`src/rtl/osm_pkg.sv`:
```
`default_nettype none
package osm_pkg;

   localparam int CAPACITY = 1024;
   localparam int IDX_W    = $clog2(CAPACITY);
   localparam int CNT_W    = $clog2(CAPACITY + 1);
   localparam int DATA_W   = 32;

   localparam logic [2:0] OP_INSERT = 3'd0;
   localparam logic [2:0] OP_DELETE = 3'd1;
   localparam logic [2:0] OP_RANK   = 3'd2;
   localparam logic [2:0] OP_SELECT = 3'd3;
   localparam logic [2:0] OP_PRED   = 3'd4;
   localparam logic [2:0] OP_SUCC   = 3'd5;

   localparam logic [1:0] STATUS_OK   = 2'd0;
   localparam logic [1:0] STATUS_MISS = 2'd1;
   localparam logic [1:0] STATUS_FULL = 2'd2;

   localparam logic signed [DATA_W-1:0] SENT_HIGH = 32'sh7FFF_FFFF;
   localparam logic signed [DATA_W-1:0] SENT_LOW  = 32'sh8000_0001;
   localparam logic signed [DATA_W-1:0] NO_SELECT = 32'shFFFF_FFFF;

   typedef struct packed {
      logic              rd_en;
      logic [IDX_W-1:0]  rd_addr;
      logic              wr_en;
      logic [IDX_W-1:0]  wr_addr;
      logic [DATA_W-1:0] wr_data;
   } ram_req_type;

   typedef struct packed {
      logic signed [DATA_W-1:0] answer;
      logic [1:0]               status;
   } res_type;

endpackage
`default_nettype wire

```
`src/rtl/osm_out.sv`:
```
`default_nettype none
module osm_out (
   input  wire logic                              clock,
   input  wire logic                              reset,
   input  wire logic                              res_valid,
   output logic                                   res_ready,
   input  wire osm_pkg::res_type                  res,
   output logic                                   rsp_valid,
   input  wire logic                              rsp_ready,
   output logic signed [osm_pkg::DATA_W-1:0]      rsp_answer,
   output logic [1:0]                             rsp_status
);
   import osm_pkg::*;

   logic    valid_ff;
   res_type word_ff;

   assign res_ready = !valid_ff || rsp_ready;

   always_ff @(posedge clock) begin
      if (reset) begin
         valid_ff <= 1'b0;
      end else if (res_ready) begin
         valid_ff <= res_valid;
      end
      if (res_ready && res_valid) begin
         word_ff <= res;
      end
   end

   assign rsp_valid  = valid_ff;
   assign rsp_answer = word_ff.answer;
   assign rsp_status = word_ff.status;

endmodule
`default_nettype wire

```
`config.mk`:
```
export PLATFORM = sky130hd
export DESIGN_NAME = osm_out
export DESIGN_NICKNAME = d
export VERILOG_FILES = /design/src/rtl/osm_pkg.sv /design/src/rtl/osm_out.sv
export SDC_FILE = /design/constraint.sdc
export NUM_CORES = 1
export LEC_CHECK = 0
export BUFFER_PORTS_ARGS = -buffer_cell sky130_fd_sc_hd__buf_2
export CAP_MARGIN = 20
export CORE_MARGIN = 2
export CORE_UTILIZATION = 42
export DETAILED_ROUTE_END_ITERATION = 16
export PLACE_DENSITY = 0.79
export SLEW_MARGIN = 20
export SYNTH_ARGS = -nofsm -noshare
export SYNTH_HDL_FRONTEND = slang
export SYNTH_SLANG_ARGS = --single-unit
```
`constraint.sdc`:
```
create_clock -name clock -period 2.05 [get_ports clock]
set_input_delay 0 -clock clock [delete_from_list [all_inputs] [get_ports clock]]
set_output_delay 0 -clock clock [all_outputs]
set_load 0.01 [all_outputs]
```
==> flow_summary.rst, run 1 <==
.. list-table::
   :header-rows: 1

   * - Metric
     - Value
   * - Area contributors post-synth
     - sky130_fd_sc_hd__edfxtp_1 (95%), sky130_fd_sc_hd__dfxtp_1 (1.9%), sky130_fd_sc_hd__nand2b_4 (1.3%)
   * - Top cell type's share of synthesized area
     - 0.949
   * - Critical-path cell with the highest stage delay
     - sky130_fd_sc_hd__dlygate4sd3_1
   * - Final setup violating endpoints
     - 0
   * - Global-route wire length before repair
     - ~4000 um
   * - Sinks on Clock Net
     - 35
   * - Data arrival time of the critical path
     - between 1 and 1.5 ns
   * - Total Wirelength
     - around 2800 um
   * - Number of detailed-routing iterations run before antenna repair
     - 4
   * - Highest clock rate
     - roughly 800 MHz
   * - Antenna Violating Nets Remaining
     - 0
   * - H-tree depth reported by CTS
     - 2
   * - Layout cell share with drive strength beyond 1
     - 0.519
   * - Routed length per placed instance
     - about 15 um
   * - Hold violation count in the final report
     - 0
   * - Grt total ovfl
     - 0
   * - Layout filler cell count
     - roughly 140
   * - Net count after synthesis
     - 77
   * - First DRT Iteration DRCs
     - 17
   * - Clock root buffer
     - sky130_fd_sc_hd__clkbuf_4
   * - Layout net count
     - 193
   * - Number of global-route vias before repair
     - about 860
   * - Areal power density over the cells
     - around 720 mW/mm^2
   * - Largest stage delay on the critical path
     - 0.56 ns
   * - Number of ports placed on the die boundary
     - 74
   * - Sequence of cells on the critical path
     - nand2b_4 -> a21oi_2 -> dlygate4sd3_1
   * - Sequential area share after synthesis
     - 0.967
   * - Routability-driven placement congestion ratio
     - 0.628
   * - Post-synth EDFFs
     - 34
   * - Total inserted antenna cells
     - 0
   * - Total negative slack
     - 0 ns
   * - Top cell family by delay on the critical path
     - buffers and inverters
   * - Most used standard cell by instance count after synthesis
     - sky130_fd_sc_hd__edfxtp_1
   * - Critical Path RT
     - approximately 2.3 ns
   * - Width of the chip
     - 54.6 um
   * - Worst slew margin relative to its limit
     - 0.720
   * - Library cell with the largest summed area after synthesis
     - sky130_fd_sc_hd__edfxtp_1
   * - Minimum clock period after layout
     - between 1 and 1.5 ns
   * - Skew final
     - between 0.004 and 0.005 ns
   * - Core area
     - approximately 0.0025 mm^2
   * - DRC violation count after routing
     - 0
   * - Number of placement rows
     - 18
   * - Post-Syn Area
     - about 0.0011 mm^2
   * - Flop and latch count out of synthesis
     - 35
   * - Total count of max-transition violations in the final report
     - 0
   * - Mean cell area of the mapped netlist
     - approximately 28 um^2
   * - Number of buffers on the longest clock path
     - 2
   * - Die Footprint
     - approximately 0.003 mm^2
   * - Insertion delay of the later-clocked pin in the worst-skew pair
     - ~0.32 ns
   * - Static leakage power
     - about 0.82 nW
   * - Antenna violations before repair
     - 0
   * - P&R area growth vs syn
     - 75.5%
   * - Category of the worst setup path capture point
     - register
   * - Number of maximum-capacitance violations
     - 0
   * - Most used flip-flop cell after synthesis
     - sky130_fd_sc_hd__edfxtp_1
   * - Die Y-Extent
     - ~55 um
   * - TritonCTS clock tree
     - built
   * - Max FO, Critical Path
     - 3
   * - Post-CTS clock slew at the launch and capture registers of the worst setup and hold paths
     - roughly 0.10 ns
   * - Final critical-path setup slack
     - 0.829 ns
   * - Critical path class
     - register to register
   * - Cells after synthesis
     - 39
   * - Clock buffers created by TritonCTS
     - 5
   * - Hold Crit Class
     - input port to register
   * - Starting density of the core
     - 0.438
   * - Ys async rst share
     - 0
   * - Run status
     - finished, final reports clean
   * - Post-cts repair resize count
     - 0
   * - Transition time of the tightest slew-check pin
     - 0.420 ns
   * - Maximum number of pins on one net before global-route repair
     - 35
   * - Critical Path Source Type
     - register
   * - All-Layer GR Usage
     - 0.205
   * - Cell variety after synth
     - 6
   * - Worst-case vdd ir drop
     - around 0.60 mV
   * - Setup repair after global routing missed its margin
     - no
   * - Sum of buffers and inverters on the critical path
     - 1
   * - # port buffers
     - 73
   * - Fin crit share
     - 0.596
   * - Vias per Instance
     - about 4.6
   * - Via Count
     - 850
   * - Synth Warn #
     - 0
   * - Post-placement worst setup slack
     - ~0.86 ns
## cells by family (layout without fill, tap and decap cells)
| logic type | Yosys count | in the layout | share of synthesized area |
|---|---|---|---|
| buffers and inverters | 1 | 118 | 0.00349 |
| AO/OA/AOI/OAI | 1 | 1 | 0.00814 |
| AND/OR/NAND/NOR | 2 | 2 | 0.0209 |
| flip-flops | 35 | 35 | 0.967 |
## sequential cells by signal, indices dropped and copies added (netlist names)
name	count
rsp_answer	32
rsp_status	2
rsp_valid	1
## layout make-up
class,count,area (um^2),share of cell area
Sequential cell,35,1040,0.551
Timing Repair Buffer,109,726,0.384
Clock buffer,6,41.3,0.0219
Tap cell,30,37.5,0.0199
Multi-Input combinational cell,3,31.3,0.0166
Clock inverter,2,7.51,0.00398
Inverter,1,3.75,0.00199
## timing repair
action	CTS	global route
hold endpoints to repair	35	0
setup buffers	0	0
hold buffers	36	0
setup endpoints to repair	0	0
## cells in the final DEF (no fill, tap or decap)
cell type / synthesis / final
sky130_fd_sc_hd__a21oi_2: 1 / 1
sky130_fd_sc_hd__and2_4: 1 / 1
sky130_fd_sc_hd__buf_2: 0 / 73
sky130_fd_sc_hd__clkbuf_1: 0 / 1
sky130_fd_sc_hd__clkbuf_4: 0 / 5
sky130_fd_sc_hd__clkinv_1: 0 / 2
sky130_fd_sc_hd__dfxtp_1: 1 / 1
sky130_fd_sc_hd__dlygate4sd3_1: 0 / 36
sky130_fd_sc_hd__edfxtp_1: 34 / 34
sky130_fd_sc_hd__inv_1: 1 / 1
sky130_fd_sc_hd__nand2b_4: 1 / 1
## per-stage QoR
stage                     area, um^2  hold slack, ns  utilization  cells  power, mW
after global routing            1890           0.260        0.769    186       1.42
after global placement          1480           0.160        0.602    142      0.972
after detailed placement        1480           0.166        0.602    142      0.977
after CTS                       1890           0.244        0.769    186       1.35
after floorplan                 1080          0.0624            -     39      0.902
final                           1890           0.255        0.769    186       1.35
## routing by layer
metal / part of all wire / vias up / GRT usage / wire length [um]
li1: - / 385 / - / -
met1: 0.35 / 400 / 0.212 / 992
met4: 0.013 / 0 / 0.0833 / 36
met3: 0.11 / 4 / 0.0874 / 300
met2: 0.53 / 61 / 0.361 / 1520
met5: 0 / - / 0 / 0
## worst paths after layout
check | from | end | slack, ns | cells after the start
worst max-delay path | rsp_valid | rsp_valid | 0.83 | 3
worst min-delay path | res_valid | rsp_answer[16] | 0.26 | 2
worst max register to register | rsp_valid | rsp_valid | 0.83 | 3
worst min register to register | rsp_valid | rsp_answer[16] | 0.99 | 2
## where the power goes
part / internal [mW] / switching [mW] / leakage [nW]
clock: 0.127 / 0.204 / 0.0273
combinational: 0.0996 / 0.0770 / 0.457
sequential: 0.834 / 0.0117 / 0.337
No activity file was read; power rests on OpenSTA's default activity.
==> run 2, diff against run 1 <==
- ABC_AREA: not set -> 1
- CORE_UTILIZATION: 42 -> 35
- PLACE_DENSITY: 0.79 -> 0.7
- clock period: 2.05 -> 1 ns (I/O delays scaled with it)
==> run 2 against run 1 <==
The run now ends with negative hold slack, negative setup slack left. Register-to-register slack got worse by 0.88 ns. Final cell count rose by 3.8%. Utilization down 11 points. Hold slack lost 0.28 ns. Sequential share of layout area decreased by 2.1 points. Critical path depth decreased by 1. Clock skew up 0.00065 ns. Clock-buffer cell count increased by 1. First-iteration DRC count rose by 88%. Critical path type unchanged. Largest cell class unchanged. Largest power group unchanged. Highest routed layer unchanged.
==> flow_summary.rst, run 2 <==
.. list-table::
   :header-rows: 1

   * - Metric
     - Value
   * - Run status
     - finished, violations left
   * - Violated checks
     - negative hold slack, negative setup slack
   * - Library cell with the largest summed area after synthesis
     - sky130_fd_sc_hd__edfxtp_1
   * - Flop and latch count out of synthesis
     - 35 (unchanged)
   * - Most used standard cell by instance count after synthesis
     - sky130_fd_sc_hd__edfxtp_1
   * - P&R area growth vs syn
     - 84.0%
   * - Post-CTS clock slew at the launch and capture registers of the worst setup and hold paths
     - 0.09 ns (about the same)
   * - Most used flip-flop cell after synthesis
     - sky130_fd_sc_hd__edfxtp_1
   * - Grt total ovfl
     - 0 (unchanged)
   * - Number of buffers on the longest clock path
     - 2 (unchanged)
   * - Reg2reg setup slack
     - -0.05 ns (-0.88 ns)
   * - Layout filler cell count
     - 200 (+41%)
   * - Width of the chip
     - 59.3 um (+8.5%)
   * - Antenna violations before repair
     - 0 (unchanged)
   * - Net switching power
     - 0.603 mW (+110%)
   * - Total Wirelength
     - 2610 um (-8.2%)
   * - Register area
     - 0.00104 mm^2 (+0.12%)
   * - Detailed placement HPWL
     - 1440 um
   * - Number of placement rows
     - 20 (+2)
   * - Transition time of the tightest slew-check pin
     - 0.208 ns (-0.211 ns)
   * - Top library cells by usage in the layout, fill and taps aside
     - sky130_fd_sc_hd__buf_2 (72), sky130_fd_sc_hd__dlygate4sd3_1 (36), sky130_fd_sc_hd__edfxtp_1 (34)
   * - Critical path class
     - register to register
   * - Insertion delay of the later-clocked pin in the worst-skew pair
     - 0.32 ns (about the same)
   * - Layout net count
     - 197 (+2.1%)
   * - Worst-case vdd ir drop
     - 0.945 mV (+59%)
   * - Net count after synthesis
     - 78 (+1.3%)
   * - Via Count
     - 833 (-2.0%)
   * - Hold violation count in the final report
     - 1 (+1)
   * - Final hold slack
     - -0.0225 ns (-0.278 ns)
   * - Setup repair after global routing missed its margin
     - yes
   * - Starting density of the core
     - 0.359 (-0.0795)
   * - All-Layer GR Usage
     - 0.161 (-0.0441)
   * - Synth Warn #
     - 0 (unchanged)
   * - Post-Syn Area
     - 0.00107 mm^2 (-0.70%)
   * - Cells after synthesis
     - 40 (+2.6%)
   * - Clock buffers created by TritonCTS
     - 5 (unchanged)
   * - Static leakage power
     - 0.854 nW (+3.9%)
   * - Layout cell share with drive strength beyond 1
     - 0.550 (+0.0308)
   * - Internal
     - 2.28 mW (+110%)
   * - Die Y-Extent
     - 59.3 um (+8.5%)
   * - Number of global-route vias before repair
     - 813 (-5.8%)
   * - Sequential share of power
     - 0.602 (-0.023)
   * - Antenna Violating Nets Remaining
     - 0 (unchanged)
   * - Number of detailed-routing iterations run before antenna repair
     - 4 (unchanged)
   * - Vias per Instance
     - 4.32 (-5.6%)
   * - Areal power density over the cells
     - 1460 mW/mm^2 (+100%)
   * - Number of flip-flops under the largest register name
     - 32 (unchanged)
   * - Number of maximum-capacitance violations
     - 0 (unchanged)
   * - Mean cell area of the mapped netlist
     - 26.7 um^2 (-3.2%)
   * - Number of ports placed on the die boundary
     - 74 (unchanged)
   * - Buffers inserted by post-CTS timing repair
     - 0 (unchanged)
   * - Sinks on Clock Net
     - 35 (unchanged)
   * - Switching power share of the total
     - 0.210 (-0.00677)
   * - Fin crit share
     - 1.05 (+0.451)
   * - Final setup violating endpoints
     - 35 (+35)
   * - Post-placement worst setup slack
     - 0.00472 ns (-0.854 ns)
   * - TritonCTS clock tree
     - built
   * - Core area
     - 0.00298 mm^2 (+21%)
   * - Global-route wire length before repair
     - 3750 um (-5.2%)
   * - Highest clock rate
     - 955 MHz (+17%)
   * - Commonest non-fill, non-tap cell in the layout
     - sky130_fd_sc_hd__buf_2
   * - Cell variety after synth
     - 7 (+1)
   * - Total inserted antenna cells
     - 0 (unchanged)
   * - Critical Path Source Type
     - register
   * - Max FO, Critical Path
     - 19 (+16)
   * - Worst slew margin relative to its limit
     - 0.861 (+0.140)
   * - DRC violation count after routing
     - 0 (unchanged)
   * - Skew final
     - 0.00496 ns (+0.000651 ns)
   * - Routed length per placed instance
     - 13.5 um (-12%)
   * - Sequential area share after synthesis
     - 0.974 (+0.00680)
   * - Final critical-path setup slack
     - -0.0467 ns (-0.876 ns)
   * - Area contributors post-synth
     - sky130_fd_sc_hd__edfxtp_1 (96%), sky130_fd_sc_hd__dfxtp_1 (1.9%), sky130_fd_sc_hd__a21oi_2 (0.82%)
   * - Routability-driven placement congestion ratio
     - 0.666 (+6.1%)
   * - H-tree depth reported by CTS
     - 2 (unchanged)
   * - Critical Path RT
     - 1.04 ns (-1.28 ns)
   * - Data arrival time of the critical path
     - 1.09 ns (-0.40 ns)
   * - Area of the multi-input gates
     - 31.3 um^2 (unchanged)
   * - Hold Crit Class
     - input port to register
   * - First DRT Iteration DRCs
     - 32 (+15)
   * - Relative contribution of the clock network to total power
     - 0.263 (+0.018)
   * - Post-synth EDFFs
     - 34 (unchanged)
   * - # port buffers
     - 73 (unchanged)
   * - Minimum clock period after layout
     - 1.05 ns (-0.174 ns)
   * - Maximum number of pins on one net before global-route repair
     - 20 (-43%)
   * - Overall Power
     - 2.88 mW (+110%)
   * - Total count of max-transition violations in the final report
     - 0 (unchanged)
   * - Top cell type's share of synthesized area
     - 0.956 (+0.00667)
   * - Die Footprint
     - 0.00351 mm^2 (+18%)
   * - Ys async rst share
     - 0 (unchanged)
   * - Part of the power in combinational logic
     - 0.135 (+0.004)
   * - Category of the worst setup path capture point
     - register
   * - Clock root buffer
     - sky130_fd_sc_hd__clkbuf_4
==> run 2: area by class of cell <==
class | count | share of cell area
Clock buffer | 7 | 0.0280
Clock inverter | 1 | 0.00255
Inverter | 2 | 0.00382
Multi-Input combinational cell | 3 | 0.0159
Sequential cell | 35 | 0.530
Tap cell | 33 | 0.0210
Timing Repair Buffer | 112 | 0.398
==> run 2: critical path, cell delays in order (launching register included) <==
cell and delay [ns]:
sky130_fd_sc_hd__dfxtp_2 0.36, sky130_fd_sc_hd__a21oi_4 0.21, sky130_fd_sc_hd__buf_12 0.19
==> run 2: per-layer routing <==
layer	part of all wire	GRT usage	wire length (um)	vias up
li1	-	-	-	393
met1	0.36	0.166	932	385
met2	0.51	0.257	1320	51
met3	0.12	0.0983	325	4
met4	0.012	0.0779	31	0
met5	0	0	0	-
==> run 2: per-stage QoR <==
step,utilization,hold WS [ns],instances,instance area [um^2],TNS (ns)
2_1_floorplan,-,0.0551,40,1080,-12.26
3_3_place_gp,0.516,0.153,149,1540,0
3_5_place_dp,0.516,0.155,149,1540,0
4_1_cts,0.655,-0.0571,192,1950,-0.195
5_1_grt,0.660,-0.0343,193,1970,-1.70
6_report,0.660,-0.0225,193,1970,-1.12
==> run 2: power groups by stage <==
| stage | registers (mW) | clock network (mW) | logic [mW] |
|---|---|---|---|
| 6_report | 1.73 | 0.759 | 0.388 |
| 5_1_grt | 1.74 | 0.862 | 0.419 |
| 4_1_cts | 1.73 | 0.792 | 0.378 |
| 3_5_place_dp | 1.76 | 0 | 0.272 |
| 3_3_place_gp | 1.76 | 0 | 0.264 |
| 2_1_floorplan | 1.81 | 0 | 0.0376 |
==> run 2: path summary, 6_finish.rpt <==
check,startpoint,to,cells after the start
hold reg to reg,rsp_valid,rsp_valid,3
hold / removal,rsp_ready,rsp_valid,4
setup reg to reg,rsp_valid,rsp_answer[24],2
setup / recovery,rsp_valid,rsp_answer[24],2
==> run 2: what timing repair did <==
item	CTS	global route
setup endpoints to repair	20	35
hold buffers	35	1
gates resized for setup	1	1
endpoints found under the hold margin	35	1
cloned	0	0
==> run 2: kinds of logic after synthesis <==
group                  share of synthesized area
AOI/OAI and AO/OA                         0.0129
buffers and inverters                    0.00702
DFF                                        0.974
and+or+nand+nor                          0.00586
